==> config.mk <==
export PLATFORM = sky130hd
export DESIGN_NAME = vdr_ctrl
export DESIGN_NICKNAME = d
export VERILOG_FILES = /design/src/sv/vdr_pkg.sv /design/src/sv/vdr_ctrl.sv
export SDC_FILE = /design/constraint.sdc
export NUM_CORES = 1
export LEC_CHECK = 0
export ABC_AREA = 1
export BUFFER_PORTS_ARGS = -buffer_cell sky130_fd_sc_hd__buf_2
export CORE_AREA = 5 5 42 44
export CTS_BUF_LIST = sky130_fd_sc_hd__clkbuf_4 sky130_fd_sc_hd__clkbuf_8
export DETAILED_ROUTE_END_ITERATION = 16
export DIE_AREA = 0 0 47 49
export GPL_TIMING_DRIVEN = 0
export PLACE_DENSITY_LB_ADDON = 0.12
export SYNTH_ARGS = -nofsm -noshare
export SYNTH_HDL_FRONTEND = slang
export SYNTH_SLANG_ARGS = --single-unit
==> constraint.sdc <==
create_clock -name clk -period 0.93 [get_ports clk]
set_clock_uncertainty 0.1 [all_clocks]
set_input_delay 0.093 -clock clk [delete_from_list [all_inputs] [get_ports clk]]
set_output_delay 0.093 -clock clk [all_outputs]
set_load 0.005 [all_outputs]
==> src/sv/vdr_pkg.sv <==
// Shared types and constants for the vertex dedup reindexer.
package vdr_pkg;

    localparam int WORD_W           = 64;
    localparam int MAX_WORDS        = 4;
    localparam int INDEX_W          = 10;
    localparam int COUNT_W          = 11;
    localparam int MAX_UNIQUE_DEF   = 1024;
    localparam int VERTEX_WORDS_DEF = 4;

    typedef struct packed {
        logic [WORD_W-1:0] vertex_word0;
        logic [WORD_W-1:0] vertex_word1;
        logic [WORD_W-1:0] vertex_word2;
        logic [WORD_W-1:0] vertex_word3;
        logic              last_corner;
    } in_t;

    typedef struct packed {
        logic [INDEX_W-1:0] new_index;
        logic               is_new;
        logic               overflow;
        logic [COUNT_W-1:0] unique_count;
        logic               is_last;
    } out_t;

    // controller -> datapath
    typedef struct packed {
        logic load;
        logic scan;
        logic commit;
    } cmd_t;

    // datapath -> controller
    typedef struct packed {
        logic hit;
        logic scan_empty;
        logic out_free;
    } status_t;

endpackage

==> src/sv/vdr_ctrl.sv <==
// Request sequencing state machine for the vertex dedup reindexer.
module vdr_ctrl
(
    input  logic             clk,
    input  logic             rst_n,
    input  logic             in_valid,
    output logic             in_stall,
    input  vdr_pkg::status_t status,
    output vdr_pkg::cmd_t    cmd
);
    import vdr_pkg::*;

    typedef enum logic [2:0] {
        ST_IDLE    = 3'b001,
        ST_SCAN    = 3'b010,
        ST_RESOLVE = 3'b100
    } state_t;

    state_t state_reg;
    state_t state_next;

    assign in_stall = (state_reg != ST_IDLE);

    always_comb
    begin
        state_next = state_reg;
        cmd        = '0;
        case (state_reg)
            ST_IDLE:
            begin
                if (in_valid)
                begin
                    cmd.load   = 1'b1;
                    state_next = ST_SCAN;
                end
            end
            ST_SCAN:
            begin
                // stop reading once the table is exhausted or a match shows up
                if (status.hit || status.scan_empty)
                    state_next = ST_RESOLVE;
                else
                    cmd.scan = 1'b1;
            end
            ST_RESOLVE:
            begin
                if (status.out_free)
                begin
                    cmd.commit = 1'b1;
                    state_next = ST_IDLE;
                end
            end
            default:
            begin
                state_next = ST_IDLE;
            end
        endcase
    end

    always_ff @(posedge clk or negedge rst_n)
    begin
        if (!rst_n)
            state_reg <= ST_IDLE;
        else
            state_reg <= state_next;
    end

endmodule

==> flow_metrics.env, run 1 <==
export IMPL_crit_path_end_kind="output port"
export IMPL_wl_um=614
export IMPL_placed_area_sq_um=272
export IMPL_cp_slowest_cell="dfstp_2"
export IMPL_grt_total_usage_pct=6.20
export IMPL_netlist_area_sq_um=194
export IMPL_vdd_drop_max_v=0.00124
export IMPL_io_pins=10
export IMPL_hold_viol=0
export IMPL_ant_nets=0
export IMPL_grt_pass1_wl_um=979
export IMPL_first_pass_iters=2
export IMPL_drive_gt1_share_pct=76.1
export IMPL_synth_largest_area_cell="dfrtp_1"
export IMPL_switching_share_pct=36.4
export IMPL_worstReg2RegEnd="state_reg[0]"
export IMPL_ys_ff_latch=3
export IMPL_cts_sinks=3
export IMPL_rr_worst_depth=5
export IMPL_finalInstanceArea_sq_um=408
export IMPL_pwr_share_seq_pct=19.6
export IMPL_required_ns=0.74
export IMPL_pre_cts_slack_ns=-0.208
export IMPL_yosysWarnings=0
export IMPL_path_delay_family="flip-flops"
export IMPL_viasPerCell=3.85
export IMPL_p_leak_uw=0.000223
export IMPL_worstPathArrival_ns=1.12
export IMPL_outcome="finished with violations"
export IMPL_slew_viol_final=0
export IMPL_ys_async_sr_fraction_pct=100
export IMPL_overflow=0
export IMPL_clkLatencyLatePin_ns=0.23
export IMPL_drcViolationCount=0
export IMPL_rows=14
export IMPL_synth_cells=26
export IMPL_total_power_uw=1420
export IMPL_synth_top_cell_area_share_pct=25.8
export IMPL_die_x_um=47
export IMPL_clkPwrFrac_pct=17.9
export IMPL_violations="setup timing"
export IMPL_initialDrtViolationCount=1
export IMPL_holdPathStages=3
export IMPL_synth_edf_count=0
export IMPL_synth_cell_types=14
export IMPL_synth_area_per_cell_sq_um=7.46
export IMPL_antenna_found_initial=0
export IMPL_largest_reg_flops=3
export IMPL_dieHeight_um=49
export IMPL_hold_path_class="input pin to flip-flop"
export IMPL_antenna_cells=0
export IMPL_grt_pass1_vias=253
export IMPL_fin_crit_sh_pct=141
export IMPL_synth_area_leaders="dfrtp_1 (26%), dfstp_2 (14%), nand3_2 (10%), nand2_1 (7.7%), nor2_1 (7.7%)"
export IMPL_finalHoldWorstSlack_ns=0.0522
export IMPL_crit_fanout=5
export IMPL_comb_power_share_pct=62.5
export IMPL_setup_ws_ns=-0.382
export IMPL_r2r_slack_ns=-0.36
export IMPL_yosys_top_cells_count="nand2_1 (4), nor2_1 (4), inv_1 (3), inv_2 (3)"
export IMPL_grt_setup_unrepaired="true"
export IMPL_cts_tree="built"
export IMPL_max_cap_violations=0
export IMPL_path_buf_inv=3
export IMPL_internal_power_uw=904
export IMPL_nNetsFinal=53
export IMPL_synthToLayoutAreaGrowth_pct=110
export IMPL_initial_core_util_pct=13.8
export IMPL_r2r_start="state_reg[0]"
export IMPL_fill_cells=164
export IMPL_syn_nets=32
export IMPL_fin_crit_ns=1.31
export IMPL_dieArea_sq_um=2300
export IMPL_gp_congestion=0.670
export IMPL_power_per_cell_area_nw_per_um2=3480
export IMPL_core_sq_um=1400
export IMPL_critPathLaunchType="flip-flop"
export IMPL_max_stage_delay_ns=0.58
export IMPL_clockBufferDepth=2
export IMPL_setup_viol=7
export IMPL_ys_seq_area_share_pct=39.4
export IMPL_hpwl_um=426
export IMPL_num_vias=239
export IMPL_clk_pin_slew_ns=0.03
export IMPL_min_from="in_valid"
export IMPL_synth_ff_type="dfrtp_1"
export IMPL_tightest_slew_ns=0.197
export IMPL_fmax_ghz=0.762
export IMPL_final_util_pct=29.1
export IMPL_h_tree_depth=1
export IMPL_worstSetupPathType="flip-flop to output port"
export IMPL_numPortBuffers=9
export IMPL_cts_buffers=3
export IMPL_grt_max_degree=6
export IMPL_wl_per_cell_um=9.90
export IMPL_holdPathEnd="state_reg[0]"
export IMPL_p_sw_uw=517
export IMPL_crit_chain="inv_2 > nand3_2 > inv_1 > buf_2"
export IMPL_slew_headroom_pct=86.7
export IMPL_cts_root_buf="clkbuf_4"
[cell type report]
class,count,area (sq um),area share [%]
multi-input combinational,17,138,33.7
timing repair buffer,16,121,29.8
sequential,3,76.3,18.7
clock buffer,4,30.0,7.36
inverter,6,22.5,5.52
tap,16,20.0,4.91
[metal layers]
| layer | track usage [%] | wire length (um) | vias up |
|---|---|---|---|
| met5 | 0 | 0 | - |
| met4 | 5.53 | 0 | 0 |
| met3 | 2.95 | 46 | 0 |
| met2 | 10.2 | 372 | 6 |
| met1 | 5.07 | 195 | 109 |
| li1 | - | - | 124 |
[power by group through the flow]
stage               logic, uW  registers [uW]  clock network (uW)
CTS                       644             282                 267
floorplan                 315             268                   0
finish                    889             279                 254
global placement          424             285                   0
global route              959             290                 298
detailed placement        428             283                   0
[what timing repair did]
action,CTS,global route
endpoints found under the setup margin,7,7
hold buffers,1,0
endpoints found under the hold margin,3,0
pin swaps,6,2
gates resized for setup,7,6
buffers inserted,4,2
[stage by stage]
step	std cells	setup TNS [ns]
final	62	-2.25
after CTS	60	-2.14
after floorplan	26	-0.266
after detailed placement	51	-0.957
after global placement	51	-0.961
after global routing	62	-2.71
[tightest hold or removal path, delay by kind of cell]
| kind | cells | cell delay [ns] |
|---|---|---|
| AOI/OAI and AO/OA | 1 | 0.15 |
| buffers and inverters | 1 | 0.09 |
| and+or+nand+nor | 1 | 0.04 |
[placed cells by master (no fill, tap or decap), types with 2 or more instances in the layout]
cell,count
inv_1,3
clkbuf_4,4
buf_2,8
buf_4,2
buf_6,5
inv_2,3
nor2_2,3
nand2_2,3
dfrtp_1,2
nor2_1,2
[cells by family (layout without fill, tap and decap cells)]
| group | count (synthesis) | in the layout | synth area share (%) |
|---|---|---|---|
| buffers and inverters | 6 | 26 | 11.6 |
| AO/OA/AOI/OAI | 3 | 3 | 11.0 |
| AND/OR/NAND/NOR | 14 | 14 | 38.1 |
| flip-flops | 3 | 3 | 39.4 |
[worst max path at each step]
stage / to / slack [ns] / from / depth (start not counted)
final: cmd[1] / -0.38 / state_reg[0] / 4
after global routing: cmd[2] / -0.45 / state_reg[0] / 3
after CTS: cmd[2] / -0.39 / state_reg[0] / 3
after detailed placement: state_reg[2] / -0.21 / state_reg[0] / 4
after global placement: state_reg[2] / -0.18 / state_reg[0] / 4
after floorplan: state_reg[0] / -0.09 / state_reg[0] / 4
No activity file was read; power rests on OpenSTA's default activity.
==> inputs of run 2 (changes only) <==
--- a/config.mk
+++ b/config.mk
@@ -9,6 +9,7 @@
 export BUFFER_PORTS_ARGS = -buffer_cell sky130_fd_sc_hd__buf_2
 export CORE_AREA = 5 5 42 44
 export CTS_BUF_LIST = sky130_fd_sc_hd__clkbuf_4 sky130_fd_sc_hd__clkbuf_8
+export CTS_CLUSTER_DIAMETER = 150
 export DETAILED_ROUTE_END_ITERATION = 16
 export DIE_AREA = 0 0 47 49
 export GPL_TIMING_DRIVEN = 0
==> constraint.sdc (replaced) <==
create_clock -name clk -period 0.93 [get_ports clk]
set_clock_uncertainty 0.1 [all_clocks]
set_input_delay 0.1395 -clock clk [delete_from_list [all_inputs] [get_ports clk]]
set_output_delay 0.1395 -clock clk [all_outputs]
set_load 0.005 [all_outputs]
==> flow_metrics.env, run 2 (synthesis results as in run 1) <==
export IMPL_outcome="finished with violations"
export IMPL_violations="setup timing"
export IMPL_required_ns=0.69
export IMPL_placed_area_sq_um=272
export IMPL_cp_slowest_cell="dfstp_2"
export IMPL_max_stage_delay_ns=0.60
export IMPL_antenna_found_initial=0
export IMPL_grt_max_degree=6
export IMPL_power_per_cell_area_nw_per_um2=3200
export IMPL_clk_pin_slew_ns=0.03
export IMPL_cts_sinks=3
export IMPL_io_pins=10
export IMPL_nNetsFinal=51
export IMPL_r2r_slack_ns=-0.32
export IMPL_h_tree_depth=1
export IMPL_ant_nets=0
export IMPL_drive_gt1_share_pct=72.7
export IMPL_grt_pass1_wl_um=959
export IMPL_grt_setup_unrepaired="true"
export IMPL_fmax_ghz=0.733
export IMPL_rows=14
export IMPL_setup_viol=7
export IMPL_numPortBuffers=9
export IMPL_die_x_um=47
export IMPL_overflow=0
export IMPL_wl_per_cell_um=9.82
export IMPL_drcViolationCount=0
export IMPL_multi_input_area_sq_um=126
export IMPL_hold_path_class="input pin to flip-flop"
export IMPL_crit_fanout=5
export IMPL_critPathLaunchType="flip-flop"
export IMPL_fill_cells=165
export IMPL_slew_headroom_pct=88.3
export IMPL_slew_viol_final=0
export IMPL_dieArea_sq_um=2300
export IMPL_clockBufferDepth=2
export IMPL_vdd_drop_max_v=0.000946
export IMPL_antenna_cells=0
export IMPL_cts_root_buf="clkbuf_4"
export IMPL_finalNonFillerCells=60
export IMPL_crit_path_end_kind="output port"
export IMPL_hpwl_um=405
export IMPL_worstPathArrival_ns=1.12
export IMPL_dieHeight_um=49
export IMPL_p_leak_uw=0.000201
export IMPL_seqCellArea_sq_um=76.3
export IMPL_cts_tree="built"
export IMPL_hold_viol=0
export IMPL_gp_congestion=0.667
export IMPL_worstSetupPathType="flip-flop to output port"
export IMPL_final_cell_mix="buf_2 (9), clkbuf_4 (4)"
export IMPL_fin_crit_sh_pct=147
export IMPL_dp_cells=51
export IMPL_num_vias=241
export IMPL_crit_chain="nand3_4 > nor2_2 > buf_2"
export IMPL_setup_ws_ns=-0.434
export IMPL_grt_total_usage_pct=5.99
export IMPL_clkLatencyLatePin_ns=0.24
export IMPL_first_pass_iters=3
export IMPL_cts_buffers=3
export IMPL_finalHoldWorstSlack_ns=0.108
export IMPL_synthToLayoutAreaGrowth_pct=89.7
export IMPL_initial_core_util_pct=13.8
export IMPL_final_common_cell="buf_2"
export IMPL_max_cap_violations=0
export IMPL_core_sq_um=1400
export IMPL_tightest_slew_ns=0.174
export IMPL_initialDrtViolationCount=7
export IMPL_wl_um=589
export IMPL_fin_crit_ns=1.36
export IMPL_finalInstanceArea_sq_um=368
export IMPL_largest_reg_flops=3
export IMPL_viasPerCell=4.02
export IMPL_grt_pass1_vias=226
## run 2: metal layers
layer | vias to the layer above | global-route usage (%) | share of wire, %
li1 | 118 | - | -
met1 | 113 | 5.95 | 38
met2 | 8 | 8.60 | 50
met3 | 2 | 4.06 | 9.3
met4 | 0 | 4.15 | 2.4
met5 | - | 0 | 0
## run 2: timing repair
| action | in CTS | in global routing |
|---|---|---|
| setup endpoints to repair | 7 | 7 |
| setup buffers | 3 | 2 |
| hold endpoints to repair | 3 | 0 |
| pin swaps | 2 | 2 |
| gates resized for setup | 2 | 5 |
| hold buffers | 1 | 0 |
## run 2: worst paths after layout
| kind | from | cells past startpoint | to |
|---|---|---|---|
| worst max-delay path | state_reg[0] | 3 | cmd[2] |
| min in group asynchronous | rst_n | 2 | state_reg[1] |
| worst min-delay path | in_valid | 3 | state_reg[0] |
| worst min register to register | state_reg[2] | 3 | state_reg[2] |
| worst max register to register | state_reg[0] | 5 | state_reg[0] |
| max in group asynchronous | rst_n | 2 | state_reg[0] |
## run 2: final cells by class
cell class | count | share of cell area [%]
inverter | 6 | 6.12
multi-input combinational | 17 | 34.4
clock buffer | 4 | 8.16
sequential | 3 | 20.7
tap | 16 | 5.44
timing repair buffer | 14 | 25.2
## run 2: critical path: cells and delay by family (launching register included)
family / cells / cell delay, ns
flops: 1 / 0.60
simple gates: 2 / 0.19
buf+inv: 1 / 0.11
## run 2: report_power, final
group | switching (uW) | internal (uW) | total [uW]
clock | 74.1 | 190 | 264
combinational | 297 | 327 | 624
sequential | 81.9 | 206 | 287
total | 453 | 723 | 1180
## run 2: stage by stage
step / util (%) / worst slack, ns / power [uW] / TNS [ns]
after floorplan: - / -0.0896 / 583 / -0.364
after global placement: 19.4 / -0.200 / 707 / -1.12
after detailed placement: 19.4 / -0.207 / 701 / -1.15
after CTS: 24.4 / -0.430 / 1070 / -2.33
after global routing: 26.3 / -0.488 / 1280 / -2.80
final: 26.3 / -0.434 / 1180 / -2.45
